**src/rtl/core/cgpl_pkg.sv**
```systemverilog
package cgpl_pkg;

  localparam int MAX_PRIMARIES = 16;
  localparam int MAX_GRADIENTS = 255;

  localparam int SLOT_W     = 4;
  localparam int GS_W       = 8;
  localparam int PC_W       = 5;
  localparam int CH_W       = 8;
  localparam int NUM_CH     = 3;
  localparam int COLOR_W    = NUM_CH * CH_W;
  localparam int IDX_W      = 12;
  localparam int DIV_W      = GS_W + 1;
  localparam int LIMIT_W    = IDX_W + 1;
  localparam int PROD_W     = DIV_W + CH_W;
  localparam int NUM_W      = PROD_W + 1;
  localparam int QDIV_STEPS = SLOT_W;
  localparam int BDIV_STEPS = CH_W;

  localparam int MID_DEPTH  = 4;
  localparam int MID_PTR_W  = $clog2(MID_DEPTH);
  localparam int MID_CNT_W  = MID_PTR_W + 1;
  localparam int OUT_DEPTH  = 32;
  localparam int OUT_PTR_W  = $clog2(OUT_DEPTH);
  localparam int OUT_CNT_W  = OUT_PTR_W + 1;

  localparam int CFG_IDX_W  = 1;
  localparam int CFG_DATA_W = 8;
  localparam int GS_LIMIT   = (MAX_GRADIENTS < 255) ? MAX_GRADIENTS : 255;
  localparam int PC_LIMIT   = (MAX_PRIMARIES < 16) ? MAX_PRIMARIES : 16;

  typedef enum logic {
    OP_WRITE,
    OP_QUERY
  } op_e;

  typedef enum logic [CFG_IDX_W-1:0] {
    REG_GRADIENT_STEPS,
    REG_PRIMARY_COUNT
  } cfg_reg_e;

  typedef enum logic [1:0] {
    KIND_WRITE,
    KIND_QUERY,
    KIND_RANGE
  } kind_e;

  typedef struct packed {
    logic              operation;
    logic [SLOT_W-1:0] slot;
    logic [CH_W-1:0]   red_in;
    logic [CH_W-1:0]   green_in;
    logic [CH_W-1:0]   blue_in;
    logic [IDX_W-1:0]  entry_index;
  } in_item_t;

  typedef struct packed {
    logic [CH_W-1:0] out_red;
    logic [CH_W-1:0] out_green;
    logic [CH_W-1:0] out_blue;
    logic            index_error;
  } out_item_t;

  typedef struct packed {
    kind_e              kind;
    logic [SLOT_W-1:0]  slot;
    logic [COLOR_W-1:0] color;
    logic [IDX_W-1:0]   entry_index;
  } token_t;

  typedef struct packed {
    logic [GS_W-1:0] gradient_steps;
    logic [PC_W-1:0] primary_count;
  } cfg_t;

endpackage

```
**src/rtl/core/cgpl_front.sv**
```systemverilog
module cgpl_front (
  input  logic                                clk_i,
  input  logic                                rst_ni,
  input  logic                                cfg_we_i,
  input  logic [cgpl_pkg::CFG_IDX_W-1:0]      cfg_idx_i,
  input  logic [cgpl_pkg::CFG_DATA_W-1:0]     cfg_data_i,
  input  cgpl_pkg::in_item_t                  item_i,
  output cgpl_pkg::token_t                    tok_o,
  output cgpl_pkg::cfg_t                      cfg_o
);

  localparam int GS_W     = cgpl_pkg::GS_W;
  localparam int PC_W     = cgpl_pkg::PC_W;
  localparam int LIMIT_W  = cgpl_pkg::LIMIT_W;
  localparam int DATA_W   = cgpl_pkg::CFG_DATA_W;

  logic [GS_W-1:0]    gs_q, gs_d;
  logic [PC_W-1:0]    pc_q, pc_d;
  logic [LIMIT_W-1:0] limit;

  // Register writes; out-of-range values leave the register alone.
  always_comb begin
    gs_d = gs_q;
    pc_d = pc_q;
    if (cfg_we_i) begin
      case (cgpl_pkg::cfg_reg_e'(cfg_idx_i))
        cgpl_pkg::REG_GRADIENT_STEPS: begin
          if (cfg_data_i <= DATA_W'(cgpl_pkg::GS_LIMIT)) begin
            gs_d = GS_W'(cfg_data_i);
          end
        end
        cgpl_pkg::REG_PRIMARY_COUNT: begin
          if ((cfg_data_i != '0) && (cfg_data_i <= DATA_W'(cgpl_pkg::PC_LIMIT))) begin
            pc_d = PC_W'(cfg_data_i);
          end
        end
        default: begin
        end
      endcase
    end
  end

  always_ff @(posedge clk_i or negedge rst_ni) begin
    if (!rst_ni) begin
      gs_q <= '0;
      pc_q <= PC_W'(1);
    end else begin
      gs_q <= gs_d;
      pc_q <= pc_d;
    end
  end

  // Palette length is (G+1)*P.
  assign limit = (LIMIT_W'(gs_q) + LIMIT_W'(1)) * LIMIT_W'(pc_q);

  always_comb begin
    tok_o.slot        = item_i.slot;
    tok_o.color       = {item_i.red_in, item_i.green_in, item_i.blue_in};
    tok_o.entry_index = item_i.entry_index;
    if (cgpl_pkg::op_e'(item_i.operation) == cgpl_pkg::OP_WRITE) begin
      tok_o.kind = cgpl_pkg::KIND_WRITE;
    end else if (LIMIT_W'(item_i.entry_index) >= limit) begin
      tok_o.kind = cgpl_pkg::KIND_RANGE;
    end else begin
      tok_o.kind = cgpl_pkg::KIND_QUERY;
    end
  end

  assign cfg_o.gradient_steps = gs_q;
  assign cfg_o.primary_count  = pc_q;

endmodule

```
**src/rtl/core/cgpl_mid_queue.sv**
```systemverilog
module cgpl_mid_queue (
  input  logic             clk_i,
  input  logic             rst_ni,
  input  logic             push_i,
  input  cgpl_pkg::token_t tok_i,
  output logic             full_o,
  input  logic             pop_i,
  output logic             empty_o,
  output cgpl_pkg::token_t tok_o
);

  localparam int PTR_W = cgpl_pkg::MID_PTR_W;
  localparam int CNT_W = cgpl_pkg::MID_CNT_W;

  cgpl_pkg::token_t mem_q [cgpl_pkg::MID_DEPTH];
  cgpl_pkg::token_t head_q;
  logic             head_v_q;
  logic [PTR_W-1:0] wr_ptr_q, rd_ptr_q;
  logic [CNT_W-1:0] cnt_q;
  logic [CNT_W-1:0] mem_cnt_q;
  logic             head_free;
  logic             load;
  logic             bypass;
  logic             mem_wr;

  assign full_o    = (cnt_q == CNT_W'(cgpl_pkg::MID_DEPTH));
  assign empty_o   = !head_v_q;
  assign tok_o     = head_q;
  assign head_free = !head_v_q || pop_i;
  assign load      = (mem_cnt_q != '0) && head_free;
  assign bypass    = push_i && (mem_cnt_q == '0) && head_free;
  assign mem_wr    = push_i && !bypass;

  // Refill the head from memory; a push into an idle queue goes straight to the head.
  always_ff @(posedge clk_i) begin
    if (mem_wr) begin
      mem_q[wr_ptr_q] <= tok_i;
    end
    if (load) begin
      head_q <= mem_q[rd_ptr_q];
    end else if (bypass) begin
      head_q <= tok_i;
    end
  end

  always_ff @(posedge clk_i or negedge rst_ni) begin
    if (!rst_ni) begin
      wr_ptr_q  <= '0;
      rd_ptr_q  <= '0;
      mem_cnt_q <= '0;
      head_v_q  <= 1'b0;
      cnt_q     <= '0;
    end else begin
      wr_ptr_q  <= wr_ptr_q + PTR_W'(mem_wr);
      rd_ptr_q  <= rd_ptr_q + PTR_W'(load);
      mem_cnt_q <= mem_cnt_q + CNT_W'(mem_wr) - CNT_W'(load);
      head_v_q  <= load || bypass || (head_v_q && !pop_i);
      cnt_q     <= cnt_q + CNT_W'(push_i) - CNT_W'(pop_i);
    end
  end

endmodule

```
**src/rtl/core/cgpl_back.sv**
```systemverilog
module cgpl_back (
  input  logic                clk_i,
  input  logic                rst_ni,
  input  cgpl_pkg::cfg_t      cfg_i,
  input  cgpl_pkg::token_t    mid_tok_i,
  input  logic                mid_empty_i,
  output logic                mid_pop_o,
  input  logic                res_pop_i,
  output logic                res_push_o,
  output cgpl_pkg::out_item_t res_item_o
);

  localparam int SLOT_W  = cgpl_pkg::SLOT_W;
  localparam int GS_W    = cgpl_pkg::GS_W;
  localparam int PC_W    = cgpl_pkg::PC_W;
  localparam int CH_W    = cgpl_pkg::CH_W;
  localparam int NUM_CH  = cgpl_pkg::NUM_CH;
  localparam int COLOR_W = cgpl_pkg::COLOR_W;
  localparam int IDX_W   = cgpl_pkg::IDX_W;
  localparam int DIV_W   = cgpl_pkg::DIV_W;
  localparam int PROD_W  = cgpl_pkg::PROD_W;
  localparam int NUM_W   = cgpl_pkg::NUM_W;
  localparam int QS      = cgpl_pkg::QDIV_STEPS;
  localparam int BS      = cgpl_pkg::BDIV_STEPS;
  localparam int CNT_W   = cgpl_pkg::OUT_CNT_W;
  localparam int QSUB_W  = IDX_W + 1;
  localparam int BSUB_W  = NUM_W + 1;

  logic [DIV_W-1:0] d;
  logic             issue;
  logic             wr;
  logic [CNT_W-1:0] res_q;

  assign d         = DIV_W'(cfg_i.gradient_steps) + DIV_W'(1);
  assign issue     = !mid_empty_i && (res_q < CNT_W'(cgpl_pkg::OUT_DEPTH));
  assign mid_pop_o = issue;

  // Index divider: one quotient bit per stage, yields primary and step.
  logic [QS-1:0]         qv_q;
  cgpl_pkg::token_t      qt_q [QS];
  cgpl_pkg::token_t      qt_d [QS];
  logic [IDX_W-1:0]      qr_q [QS];
  logic [IDX_W-1:0]      qr_d [QS];
  logic [SLOT_W-1:0]     qq_q [QS];
  logic [SLOT_W-1:0]     qq_d [QS];

  always_comb begin
    logic [IDX_W-1:0]  rin;
    logic [SLOT_W-1:0] qin;
    logic [QSUB_W-1:0] sub;
    logic              ge;
    for (int s = 0; s < QS; s++) begin
      if (s == 0) begin
        rin     = mid_tok_i.entry_index;
        qin     = '0;
        qt_d[s] = mid_tok_i;
      end else begin
        rin     = qr_q[s-1];
        qin     = qq_q[s-1];
        qt_d[s] = qt_q[s-1];
      end
      sub     = QSUB_W'(d) << (QS - 1 - s);
      ge      = (QSUB_W'(rin) >= sub);
      qr_d[s] = ge ? (rin - sub[IDX_W-1:0]) : rin;
      qq_d[s] = (qin << 1) | SLOT_W'(ge);
    end
  end

  always_ff @(posedge clk_i) begin
    for (int s = 0; s < QS; s++) begin
      qt_q[s] <= qt_d[s];
      qr_q[s] <= qr_d[s];
      qq_q[s] <= qq_d[s];
    end
  end

  // Table stage: write primaries in order, read the pair for a query.
  cgpl_pkg::token_t          rt;
  logic [SLOT_W-1:0]         prim;
  logic [SLOT_W-1:0]         nxt;
  logic [PC_W-1:0]           prim_inc;
  logic [COLOR_W-1:0]        tbl_q [cgpl_pkg::MAX_PRIMARIES];
  logic [cgpl_pkg::MAX_PRIMARIES-1:0] tbl_vld_q;
  logic [COLOR_W-1:0]        ca_q, cb_q;
  logic                      va_q, vb_q;
  logic                      rd_v_q, rd_err_q;
  logic [GS_W-1:0]           rd_g_q;

  assign rt       = qt_q[QS-1];
  assign prim     = qq_q[QS-1];
  assign prim_inc = PC_W'(prim) + PC_W'(1);
  assign nxt      = (prim_inc >= cfg_i.primary_count) ? '0 : prim_inc[SLOT_W-1:0];
  assign wr       = qv_q[QS-1] && (rt.kind == cgpl_pkg::KIND_WRITE);

  always_ff @(posedge clk_i) begin
    if (wr) begin
      tbl_q[rt.slot] <= rt.color;
    end
    ca_q     <= tbl_q[prim];
    cb_q     <= tbl_q[nxt];
    va_q     <= tbl_vld_q[prim];
    vb_q     <= tbl_vld_q[nxt];
    rd_err_q <= (rt.kind == cgpl_pkg::KIND_RANGE);
    rd_g_q   <= qr_q[QS-1][GS_W-1:0];
  end

  // Products (d-g)*a and g*b per channel.
  logic [PROD_W-1:0] pa_q [NUM_CH];
  logic [PROD_W-1:0] pb_q [NUM_CH];
  logic [CH_W-1:0]   ch_a [NUM_CH];
  logic [CH_W-1:0]   ch_b [NUM_CH];
  logic [DIV_W-1:0]  dg;
  logic              mul_v_q, mul_err_q;

  assign dg = d - DIV_W'(rd_g_q);

  always_comb begin
    for (int c = 0; c < NUM_CH; c++) begin
      ch_a[c] = va_q ? ca_q[COLOR_W-1-CH_W*c -: CH_W] : '0;
      ch_b[c] = vb_q ? cb_q[COLOR_W-1-CH_W*c -: CH_W] : '0;
    end
  end

  always_ff @(posedge clk_i) begin
    for (int c = 0; c < NUM_CH; c++) begin
      pa_q[c] <= PROD_W'(dg) * PROD_W'(ch_a[c]);
      pb_q[c] <= PROD_W'(rd_g_q) * PROD_W'(ch_b[c]);
    end
    mul_err_q <= rd_err_q;
  end

  // Numerator 2n + d for half-up rounding.
  logic [NUM_W-1:0]  num_q [NUM_CH];
  logic [PROD_W-1:0] nsum  [NUM_CH];
  logic              sum_v_q, sum_err_q;

  always_comb begin
    for (int c = 0; c < NUM_CH; c++) begin
      nsum[c] = pa_q[c] + pb_q[c];
    end
  end

  always_ff @(posedge clk_i) begin
    for (int c = 0; c < NUM_CH; c++) begin
      num_q[c] <= {nsum[c], 1'b0} + NUM_W'(d);
    end
    sum_err_q <= mul_err_q;
  end

  // Blend divider by 2d: one result bit per stage, three channels side by side.
  logic [BS-1:0]     bv_q;
  logic [BS-1:0]     be_q;
  logic [NUM_W-1:0]  br_q [BS][NUM_CH];
  logic [NUM_W-1:0]  br_d [BS][NUM_CH];
  logic [CH_W-1:0]   bq_q [BS][NUM_CH];
  logic [CH_W-1:0]   bq_d [BS][NUM_CH];
  logic [BSUB_W-1:0] dd;

  assign dd = BSUB_W'({d, 1'b0});

  always_comb begin
    logic [NUM_W-1:0]  rin;
    logic [CH_W-1:0]   qin;
    logic [BSUB_W-1:0] sub;
    logic              ge;
    for (int s = 0; s < BS; s++) begin
      for (int c = 0; c < NUM_CH; c++) begin
        if (s == 0) begin
          rin = num_q[c];
          qin = '0;
        end else begin
          rin = br_q[s-1][c];
          qin = bq_q[s-1][c];
        end
        sub        = dd << (BS - 1 - s);
        ge         = (BSUB_W'(rin) >= sub);
        br_d[s][c] = ge ? (rin - sub[NUM_W-1:0]) : rin;
        bq_d[s][c] = (qin << 1) | CH_W'(ge);
      end
    end
  end

  always_ff @(posedge clk_i) begin
    for (int s = 0; s < BS; s++) begin
      for (int c = 0; c < NUM_CH; c++) begin
        br_q[s][c] <= br_d[s][c];
        bq_q[s][c] <= bq_d[s][c];
      end
    end
    be_q <= {be_q[BS-2:0], sum_err_q};
  end

  // Valid bits, table valid bits and the output-slot reservation count.
  always_ff @(posedge clk_i or negedge rst_ni) begin
    if (!rst_ni) begin
      qv_q      <= '0;
      rd_v_q    <= 1'b0;
      mul_v_q   <= 1'b0;
      sum_v_q   <= 1'b0;
      bv_q      <= '0;
      tbl_vld_q <= '0;
      res_q     <= '0;
    end else begin
      qv_q    <= {qv_q[QS-2:0], issue};
      rd_v_q  <= qv_q[QS-1] && !wr;
      mul_v_q <= rd_v_q;
      sum_v_q <= mul_v_q;
      bv_q    <= {bv_q[BS-2:0], sum_v_q};
      if (wr) begin
        tbl_vld_q[rt.slot] <= 1'b1;
      end
      res_q <= res_q + CNT_W'(issue) - CNT_W'(res_pop_i) - CNT_W'(wr);
    end
  end

  assign res_push_o              = bv_q[BS-1];
  assign res_item_o.index_error  = be_q[BS-1];
  assign res_item_o.out_red      = be_q[BS-1] ? '0 : bq_q[BS-1][0];
  assign res_item_o.out_green    = be_q[BS-1] ? '0 : bq_q[BS-1][1];
  assign res_item_o.out_blue     = be_q[BS-1] ? '0 : bq_q[BS-1][2];

endmodule

```
**src/rtl/core/cgpl_out_queue.sv**
```systemverilog
module cgpl_out_queue (
  input  logic                clk_i,
  input  logic                rst_ni,
  input  logic                push_i,
  input  cgpl_pkg::out_item_t item_i,
  input  logic                pop_i,
  output logic                empty_o,
  output cgpl_pkg::out_item_t item_o
);

  localparam int PTR_W = cgpl_pkg::OUT_PTR_W;
  localparam int CNT_W = cgpl_pkg::OUT_CNT_W;

  cgpl_pkg::out_item_t mem_q [cgpl_pkg::OUT_DEPTH];
  cgpl_pkg::out_item_t head_q;
  logic                head_v_q;
  logic [PTR_W-1:0]    wr_ptr_q, rd_ptr_q;
  logic [CNT_W-1:0]    mem_cnt_q;
  logic                head_free;
  logic                load;
  logic                bypass;
  logic                mem_wr;

  assign empty_o   = !head_v_q;
  assign item_o    = head_q;
  assign head_free = !head_v_q || pop_i;
  assign load      = (mem_cnt_q != '0) && head_free;
  assign bypass    = push_i && (mem_cnt_q == '0) && head_free;
  assign mem_wr    = push_i && !bypass;

  // Refill the head from memory; a push into an idle queue goes straight to the head.
  always_ff @(posedge clk_i) begin
    if (mem_wr) begin
      mem_q[wr_ptr_q] <= item_i;
    end
    if (load) begin
      head_q <= mem_q[rd_ptr_q];
    end else if (bypass) begin
      head_q <= item_i;
    end
  end

  always_ff @(posedge clk_i or negedge rst_ni) begin
    if (!rst_ni) begin
      wr_ptr_q  <= '0;
      rd_ptr_q  <= '0;
      mem_cnt_q <= '0;
      head_v_q  <= 1'b0;
    end else begin
      wr_ptr_q  <= wr_ptr_q + PTR_W'(mem_wr);
      rd_ptr_q  <= rd_ptr_q + PTR_W'(load);
      mem_cnt_q <= mem_cnt_q + CNT_W'(mem_wr) - CNT_W'(load);
      head_v_q  <= load || bypass || (head_v_q && !pop_i);
    end
  end

endmodule

```
**src/rtl/core/cyclic_gradient_palette_lookup_core.sv**
```systemverilog
// Channel   Direction  Handshake                Word
// --------  ---------  -----------------------  -----------------------------------
// item      in         push / full              in_item_t: write primary or query
// result    out        empty / pop              out_item_t: color and index error
// config    in         cfg_we_i, no wait        cfg_idx_i selects, cfg_data_i value
//
// Takes one word per cycle while full is low and delivers one result per cycle when pop stays high.
// A query pushed into an idle core passes the front queue head, four index-divider
// stages, the table read, the multiply and sum stages, eight blend-divider stages
// and the output queue head before it shows on the result side.
// Reset clears the primary table to black via per-slot valid bits, G to 0, P to 1.
// A stalled result side fills the 32-word output queue; the back end stops drawing
// from the front queue and full rises once its four words are taken.
module cyclic_gradient_palette_lookup_core (
  input  logic                            clk_i,
  input  logic                            rst_ni,
  input  logic                            cfg_we_i,
  input  logic [cgpl_pkg::CFG_IDX_W-1:0]  cfg_idx_i,
  input  logic [cgpl_pkg::CFG_DATA_W-1:0] cfg_data_i,
  input  logic                            push,
  output logic                            full,
  input  cgpl_pkg::in_item_t              item_i,
  output logic                            empty,
  input  logic                            pop,
  output cgpl_pkg::out_item_t             result_o
);

  cgpl_pkg::token_t    front_tok;
  cgpl_pkg::token_t    mid_tok;
  cgpl_pkg::cfg_t      cfg;
  cgpl_pkg::out_item_t res_item;
  logic                in_acc;
  logic                out_acc;
  logic                mid_empty;
  logic                mid_pop;
  logic                res_push;

  // Accept a word whenever the front queue has room.
  assign in_acc  = push && !full;
  assign out_acc = pop && !empty;

  // Front: hold the registers, classify each word as write, query or range miss.
  cgpl_front u_front (
    .clk_i      (clk_i),
    .rst_ni     (rst_ni),
    .cfg_we_i   (cfg_we_i),
    .cfg_idx_i  (cfg_idx_i),
    .cfg_data_i (cfg_data_i),
    .item_i     (item_i),
    .tok_o      (front_tok),
    .cfg_o      (cfg)
  );

  // Decouple the front from the back so each side stalls on its own.
  cgpl_mid_queue u_mid_queue (
    .clk_i   (clk_i),
    .rst_ni  (rst_ni),
    .push_i  (in_acc),
    .tok_i   (front_tok),
    .full_o  (full),
    .pop_i   (mid_pop),
    .empty_o (mid_empty),
    .tok_o   (mid_tok)
  );

  // Back: divide, read the table, blend; draw a word only when an output
  // slot is reserved for it, so the pipeline never has to stop.
  cgpl_back u_back (
    .clk_i       (clk_i),
    .rst_ni      (rst_ni),
    .cfg_i       (cfg),
    .mid_tok_i   (mid_tok),
    .mid_empty_i (mid_empty),
    .mid_pop_o   (mid_pop),
    .res_pop_i   (out_acc),
    .res_push_o  (res_push),
    .res_item_o  (res_item)
  );

  // Hold finished results until the consumer takes them.
  cgpl_out_queue u_out_queue (
    .clk_i   (clk_i),
    .rst_ni  (rst_ni),
    .push_i  (res_push),
    .item_i  (res_item),
    .pop_i   (out_acc),
    .empty_o (empty),
    .item_o  (result_o)
  );

endmodule

```
**config.mk**
```make
export PLATFORM = sky130hd
export DESIGN_NAME = cyclic_gradient_palette_lookup_core
export DESIGN_NICKNAME = d
export VERILOG_FILES = /design/src/rtl/core/cgpl_pkg.sv /design/src/rtl/core/cgpl_front.sv /design/src/rtl/core/cgpl_mid_queue.sv /design/src/rtl/core/cgpl_back.sv /design/src/rtl/core/cgpl_out_queue.sv /design/src/rtl/core/cyclic_gradient_palette_lookup_core.sv
export SDC_FILE = /design/constraint.sdc
export NUM_CORES = 2
export LEC_CHECK = 0
export BUFFER_PORTS_ARGS = -buffer_cell sky130_fd_sc_hd__buf_4
export CAP_MARGIN = 20
export CORE_MARGIN = 2
export CORE_UTILIZATION = 55
export DETAILED_ROUTE_END_ITERATION = 12
export HOLD_SLACK_MARGIN = 0.06
export PLACE_DENSITY = 0.71
export SETUP_SLACK_MARGIN = 0.2
export SLEW_MARGIN = 40
export SYNTH_ARGS = -nofsm -noshare
export SYNTH_HDL_FRONTEND = slang
export SYNTH_HIERARCHICAL = 1
export SYNTH_SLANG_ARGS = --single-unit
export TNS_END_PERCENT = 1
```
**constraint.sdc**
```tcl
create_clock -name clk_i -period 19.78 [get_ports clk_i]
set_input_delay 3.956 -clock clk_i [delete_from_list [all_inputs] [get_ports clk_i]]
set_output_delay 3.956 -clock clk_i [all_outputs]
set_load 0.05 [all_outputs]
```
# [Word level (Yosys, flattened, before mapping)]
# Memory sizes are Yosys's and may differ from the RTL's. A register that Yosys moved wholly into a read port is not among the register bits.
# Cells that the tools add are included.
[totals] reg_bits=158 mem_bits_rw=2361 inputBits=55 output_inout_bits=27 elab_cells=263 memories=11
[memory_table] name="u_out_queue.mem_q" depth=32 width=25 read_ports=1 rd_clocked_by_memory_dff=0 wr=1 line="cgpl_out_queue.sv:14" source="cgpl_pkg::out_item_t mem_q [cgpl_pkg::OUT_DEPTH];"
[memory_table] name="u_back.br_q" depth=8 width=54 read_ports=7 rd_clocked_by_memory_dff=0 wr=8 line="cgpl_back.sv:153" source="logic [NUM_W-1:0] br_q [BS][NUM_CH];"
[memory_table] name="u_back.tbl_q" depth=16 width=24 read_ports=2 rd_clocked_by_memory_dff=2 wr=1 line="cgpl_back.sv:82" source="logic [COLOR_W-1:0] tbl_q [cgpl_pkg::MAX_PRIMARIES];"
[memory_table] name="u_back.bq_q" depth=8 width=24 read_ports=8 rd_clocked_by_memory_dff=0 wr=8 line="cgpl_back.sv:155" source="logic [CH_W-1:0] bq_q [BS][NUM_CH];"
[memory_table] name="u_back.qt_q" depth=4 width=42 read_ports=4 rd_clocked_by_memory_dff=0 wr=4 line="cgpl_back.sv:40" source="cgpl_pkg::token_t qt_q [QS];"
[memory_table] name="u_mid_queue.mem_q" depth=4 width=42 read_ports=1 rd_clocked_by_memory_dff=0 wr=1 line="cgpl_mid_queue.sv:15" source="cgpl_pkg::token_t mem_q [cgpl_pkg::MID_DEPTH];"
[memory_table] name="+5 memories"
[classes] add_sub_neg=51 mul=7 order_cmp=37 eq_ne=2 mux=56 bitwise=26 reduce_logical=41
[op_table] op="$mux 18" n=24
[op_table] op="$or 8x1->8" n=21
[op_table] op="$mux 42" n=2
[op_table] op="$mux 8" n=9
[op_table] op="$add 18x9->18" n=3
[op_table] op="$ge 18x10->1" n=3
[op_table] op="$ge 18x11->1" n=3
[op_table] op="$ge 18x12->1" n=3
[op_table] op="$ge 18x13->1" n=3
[op_table] op="$ge 18x14->1" n=3
[op_table] op="$ge 18x15->1" n=3
[op_table] op="$ge 18x16->1" n=3
[op_table] op="$ge 18x17->1" n=3
[op_table] op="$sub 18x10->18" n=3
[op_table] op="$sub 18x11->18" n=3
[op_table] op="$sub 18x12->18" n=3
[op_table] op="$sub 18x13->18" n=3
[op_table] op="$sub 18x14->18" n=3
[op_table] op="$sub 18x15->18" n=3
[op_table] op="$sub 18x16->18" n=3
[op_table] op="$sub 18x17->18" n=3
[op_table] op="$add 17x17->17" n=3
[op_table] op="$mul 9x8->17" n=3
[op_table] op="$mux 25" n=2
[op_table] op="other kinds (48)" n=105

# [Depth between registers and ports, before layout]
[logic_depth] depth_word=9 depth_mapped=27 depth_no_buf=26

# [Cells and area by module]
# Netlist, hierarchy kept.
[modules_own_cells] mod="cgpl_back" instances=1 cells_per_inst=6187 area_each_um2=68057.8 seq_area_each_um2=29793.6
[modules_own_cells] mod="cgpl_out_queue" instances=1 cells_per_inst=1776 area_each_um2=33264.4 seq_area_each_um2=25199.2
[modules_own_cells] mod="cgpl_mid_queue" instances=1 cells_per_inst=354 area_each_um2=8409.3 seq_area_each_um2=6581.3
[modules_own_cells] mod="cgpl_front" instances=1 cells_per_inst=288 area_each_um2=2572.5 seq_area_each_um2=326.6
[modules_own_cells] mod="cyclic_gradient_palette_lookup_core" instances=1 cells_per_inst=2 area_each_um2=27.5 seq_area_each_um2=0.0

# [Worst setup path before layout]
# Ideal clock, no wire load.
[synth_timing] path_type="input -> register" startpoint="in push" endpoint="mem u_mid_queue/mem_q[1][0] (netlist bit) (enable)" setup_time_ns=0.502 arrival_time_ns=7.552 t_required_ns=19.278 setup_slack_ns=11.726 cell_stages=4 path_buffers=0 cell_sequence="nor2b_4 -> a21boi_1 -> inv_1 -> nor3b_1"
[synth_via] elab_chain_len=7
[synth_lines] element="start, declared" line="cyclic_gradient_palette_lookup_core.sv:20" source="input logic push,"
[synth_lines] element="$logic_and 1x1->1 (*)" line="cyclic_gradient_palette_lookup_core.sv:39" source="assign in_acc = push && !full;"
[synth_lines] element="$logic_and 1x1->1 (2 in series)" line="cgpl_mid_queue.sv:31" source="assign bypass = push_i && (mem_cnt_q == '0) && head_free;"
[synth_lines] element="$logic_not 1->1" line="cgpl_mid_queue.sv:32" source="assign mem_wr = push_i && !bypass;"
[synth_lines] element="$logic_and 1x1->1 (*)" line="cgpl_mid_queue.sv:32"
[synth_lines] element="$mux 1 (*)" line="cgpl_mid_queue.sv:36" source="if (mem_wr) begin"
[synth_lines] element="$mux 1 (implied by the code) (*)" line="cgpl_mid_queue.sv:37" source="mem_q[wr_ptr_q] <= tok_i;"
[synth_lines] element="end, declared" line="cgpl_mid_queue.sv:15"
# Mark *: on every way between the ends. The rest lies on a longest branch, timed or not.

==> flow_metrics.env <==
export IMPL_ant_nets=0
export IMPL_yosysWarnings=6
export IMPL_vias_per_cell=5.97
export IMPL_cts_hold_buf=0
export IMPL_area_growth_synth_to_final_pct=10.8
export IMPL_leakagePower_nw=49.9
export IMPL_finalCritPeriodShare=0.392
export IMPL_powerDensity_mw_per_mm2=195
export IMPL_postCtsSetupBuffers=0
export IMPL_worstReg2RegEnd="u_back/pa_q[0][16]$_DFF_P_"
export IMPL_globalplace_congestion=0.885
export IMPL_setup_viol_count_final=0
export IMPL_multi_input_area_mm2=0.0468
export IMPL_r2r_cells=24
export IMPL_tightest_slew_ns=0.930
export IMPL_p_sw_w=0.00984
export IMPL_syn_avg_cell_area_um2=13.1
export IMPL_internal_power_w=0.0144
export IMPL_portBuffers=81
export IMPL_drv_cap=0
export IMPL_ys_types=96
export IMPL_setup_tns_ns=0
export IMPL_fp_dieH_um=456
export IMPL_cts_made_buffers=234
export IMPL_arrival_ns=8.62
export IMPL_status="completed"
export IMPL_skew_ns=0.131
export IMPL_swShare=0.406
export IMPL_rows=165
export IMPL_core_area_mm2=0.203
export IMPL_p_comb_frac=0.486
export IMPL_fp_dieArea_mm2=0.208
export IMPL_dr_total_vias=69300
export IMPL_syn_inst=8607
export IMPL_pwr_share_clk=0.190
export IMPL_r2r_slack_ns=12.02
export IMPL_setup_ws_ns=12.02
export IMPL_overflow=0
export IMPL_path_clk_slew_ns=0.07
export IMPL_cts_sinks=2363
export IMPL_r2r_start="u_front/gs_q[0]$_DFFE_PN0P_"
export IMPL_avgRoutedWirePerCell_um=22.8
export IMPL_cpMostUsedCell="fa_1"
export IMPL_synth_edf_count=1419
export IMPL_holdPathStages=0
export IMPL_cts_htree_levels=4
export IMPL_holdCritPathClass="register to register"
export IMPL_synthFlopType="edfxtp_1"
export IMPL_crit_type="register to register"
export IMPL_nNetsFinal=9677
export IMPL_yosysTopAreaCell="edfxtp_1"
export IMPL_endpoint_kind="register"
export IMPL_path_cells="ha_1 > clkinv_2 > fa_1 > nor2b_1 > o21ai_0 > nand2b_1 > a21o_1 > a21o_1 > xor2_1 > nand3_1 > fa_1 > inv_1 > fa_1 > fa_1 > inv_1 > fa_1 > inv_1 > ha_1 > a211oi_1 > o31ai_1 > or4_1 > a31o_2 > a21oi_1 > xnor2_1"
export IMPL_max_freq_ghz=0.129
export IMPL_min_to="u_back/bq_q[5][18]$_DFF_P_"
export IMPL_critical_path_required_ns=20.64
export IMPL_cts_tree="done"
export IMPL_cts_buffer_depth=3
export IMPL_slew_violations=0
export IMPL_syn_cell_area_mm2=0.112
export IMPL_drc=0
export IMPL_hold_start="u_back/bq_q[4][17]$_DFF_P_"
export IMPL_synth_top_area_frac=0.379
export IMPL_die_w_um=456
export IMPL_post_place_ws_ns=12.12
export IMPL_ir_worst_vdd_mv=0.137
export IMPL_antenna_found_initial=13
export IMPL_ios=82
export IMPL_drt_iter0_markers=5744
export IMPL_drt_total_wl_mm=265
export IMPL_cp_startpoint="u_front/gs_q[0]$_DFFE_PN0P_"
export IMPL_grt_pass1_vias=70400
export IMPL_post_dp_hpwl_mm=172
export IMPL_start_util=0.555
export IMPL_max_stage_delay_ns=0.72
export IMPL_cts_root_buffer="clkbuf_16"
export IMPL_ys_seq_area_frac=0.551
export IMPL_drive_gt1_frac=0.143
export IMPL_synth_area_leaders="edfxtp_1, dfxtp_1, ha_1"
export IMPL_path_max_fanout=15
export IMPL_nFillCells=15200
export IMPL_max_slew_margin_rel=0.378
export IMPL_grt_use_total=0.254
export IMPL_grt_pass1_wl_mm=409
export IMPL_rsz0062_at_grt="false"
export IMPL_cts_resized=0
export IMPL_dr_pass1_iters=6
export IMPL_crit_path_start_kind="register"
export IMPL_async_flop_share=0.0330
export IMPL_clkLatencyLatePin_ns=0.92
export IMPL_slowest_stage="xor2_1"
export IMPL_finalHoldViolCount=0
export IMPL_regArea_mm2=0.0619
export IMPL_period_needed_ns=7.76
export IMPL_grt_start_max_net_pins=91
export IMPL_pwr_share_seq=0.324
export IMPL_synth_fp_nets=9569
export IMPL_yosys_register_bits=2363
## Yosys cell counts (198+ instances only)
cell type  number
a21oi_1       306
clkbuf_1      198
dfxtp_1       866
edfxtp_1     1419
fa_1          291
ha_1          616
inv_1         586
mux2_2        236
mux2i_1       435
nand2_1       402
nor2_1        506
o21ai_0       241
xnor2_1       255
## sequential cells by signal (all words and copies together), names as in the netlist, 42 cells and up
signal	cells
u_back/pb_q	48
u_out_queue/mem_q	800
u_back/qt_q	126
u_back/tbl_q	384
u_back/num_q	52
u_mid_queue/mem_q	168
u_back/bq_q	108
u_back/pa_q	51
u_back/br_q	364
u_mid_queue/tok_o	42
## cell type report
cell class              instances  area share
multi-input cells            5296       0.376
clock inverters               126      0.0124
clock buffers                 319      0.0543
well taps                    2672      0.0269
repair buffers                234      0.0152
flip-flops and latches       2363       0.498
diodes                          8    0.000161
inverters                     586      0.0177
## cells in the final DEF, fill, tap and decap left out, types with 123 or more instances in the layout
cell type,instances
xnor2_1,252
buf_4,219
dfxtp_1,860
xor2_1,133
nand2_1,400
nor2_1,458
mux2_2,236
mux2i_1,435
nand3_1,132
edfxtp_1,1419
and3_1,123
a21oi_1,305
mux4_2,174
a21o_1,134
ha_1,615
o21ai_0,241
fa_1,291
clkbuf_16,241
inv_1,579
## power groups by stage
stage / registers [W] / clock network, W / logic (W)
final: 0.00785 / 0.00462 / 0.0118
after global routing: 0.00798 / 0.00490 / 0.0131
after CTS: 0.00785 / 0.00470 / 0.0118
after detailed placement: 0.00794 / 0 / 0.0117
after global placement: 0.00789 / 0 / 0.0114
after floorplan: 0.00758 / 0 / 0.00861
## kinds of logic after synthesis
logic type               count (synthesis)  synth area share
AO/OA/AOI/OAI                         1392            0.0859
flip-flops                            2363             0.551
buffers and inverters                  948            0.0369
adder cells (fa/ha/maj)                907             0.120
multiplexers                           850            0.0982
XOR/XNOR                               394            0.0308
AND/OR/NAND/NOR                       1753            0.0768
## metrics by stage
step | hold WS [ns] | utilization | std cells | cell area, um2 | power, W
floorplan | 0.310 | - | 8607 | 112000 | 0.0162
global placement | 0.310 | 0.572 | 11100 | 116000 | 0.0193
detailed placement | 0.312 | 0.573 | 11200 | 116000 | 0.0196
CTS | 0.241 | 0.614 | 11600 | 124000 | 0.0243
global route | 0.258 | 0.615 | 11600 | 124000 | 0.0259
finish | 0.256 | 0.615 | 11600 | 124000 | 0.0243
## worst max-delay path, delay by kind of cell, from the launching register on
kind,cells,cell delay (ns)
xor+xnor,2,0.85
buf+inv,4,0.55
fa+ha+maj,7,3.40
compound gates,7,1.32
flops,1,0.58
simple gates,4,1.02
## metal layers
metal / vias to the layer above / GRT usage / share of wire
met4: 4 / 0.111 / 0.045
li1: 31800 / - / -
met3: 563 / 0.0390 / 0.070
met1: 34400 / 0.335 / 0.41
met2: 2610 / 0.417 / 0.47
met5: - / 0 / 0.000087
## worst max path at each step
stage,endpoint,depth (start not counted)
CTS,u_back/pa_q[0][49]$_DFF_P_,24
global route,u_back/pa_q[0][16]$_DFF_P_,24
floorplan,u_mid_queue/mem_q[1][0]$_DFFE_PP_,4
global placement,u_back/pa_q[0][16]$_DFF_P_,24
finish,u_back/pa_q[0][16]$_DFF_P_,24
detailed placement,u_back/pa_q[0][16]$_DFF_P_,24
(Power assumes the default switching activity.)
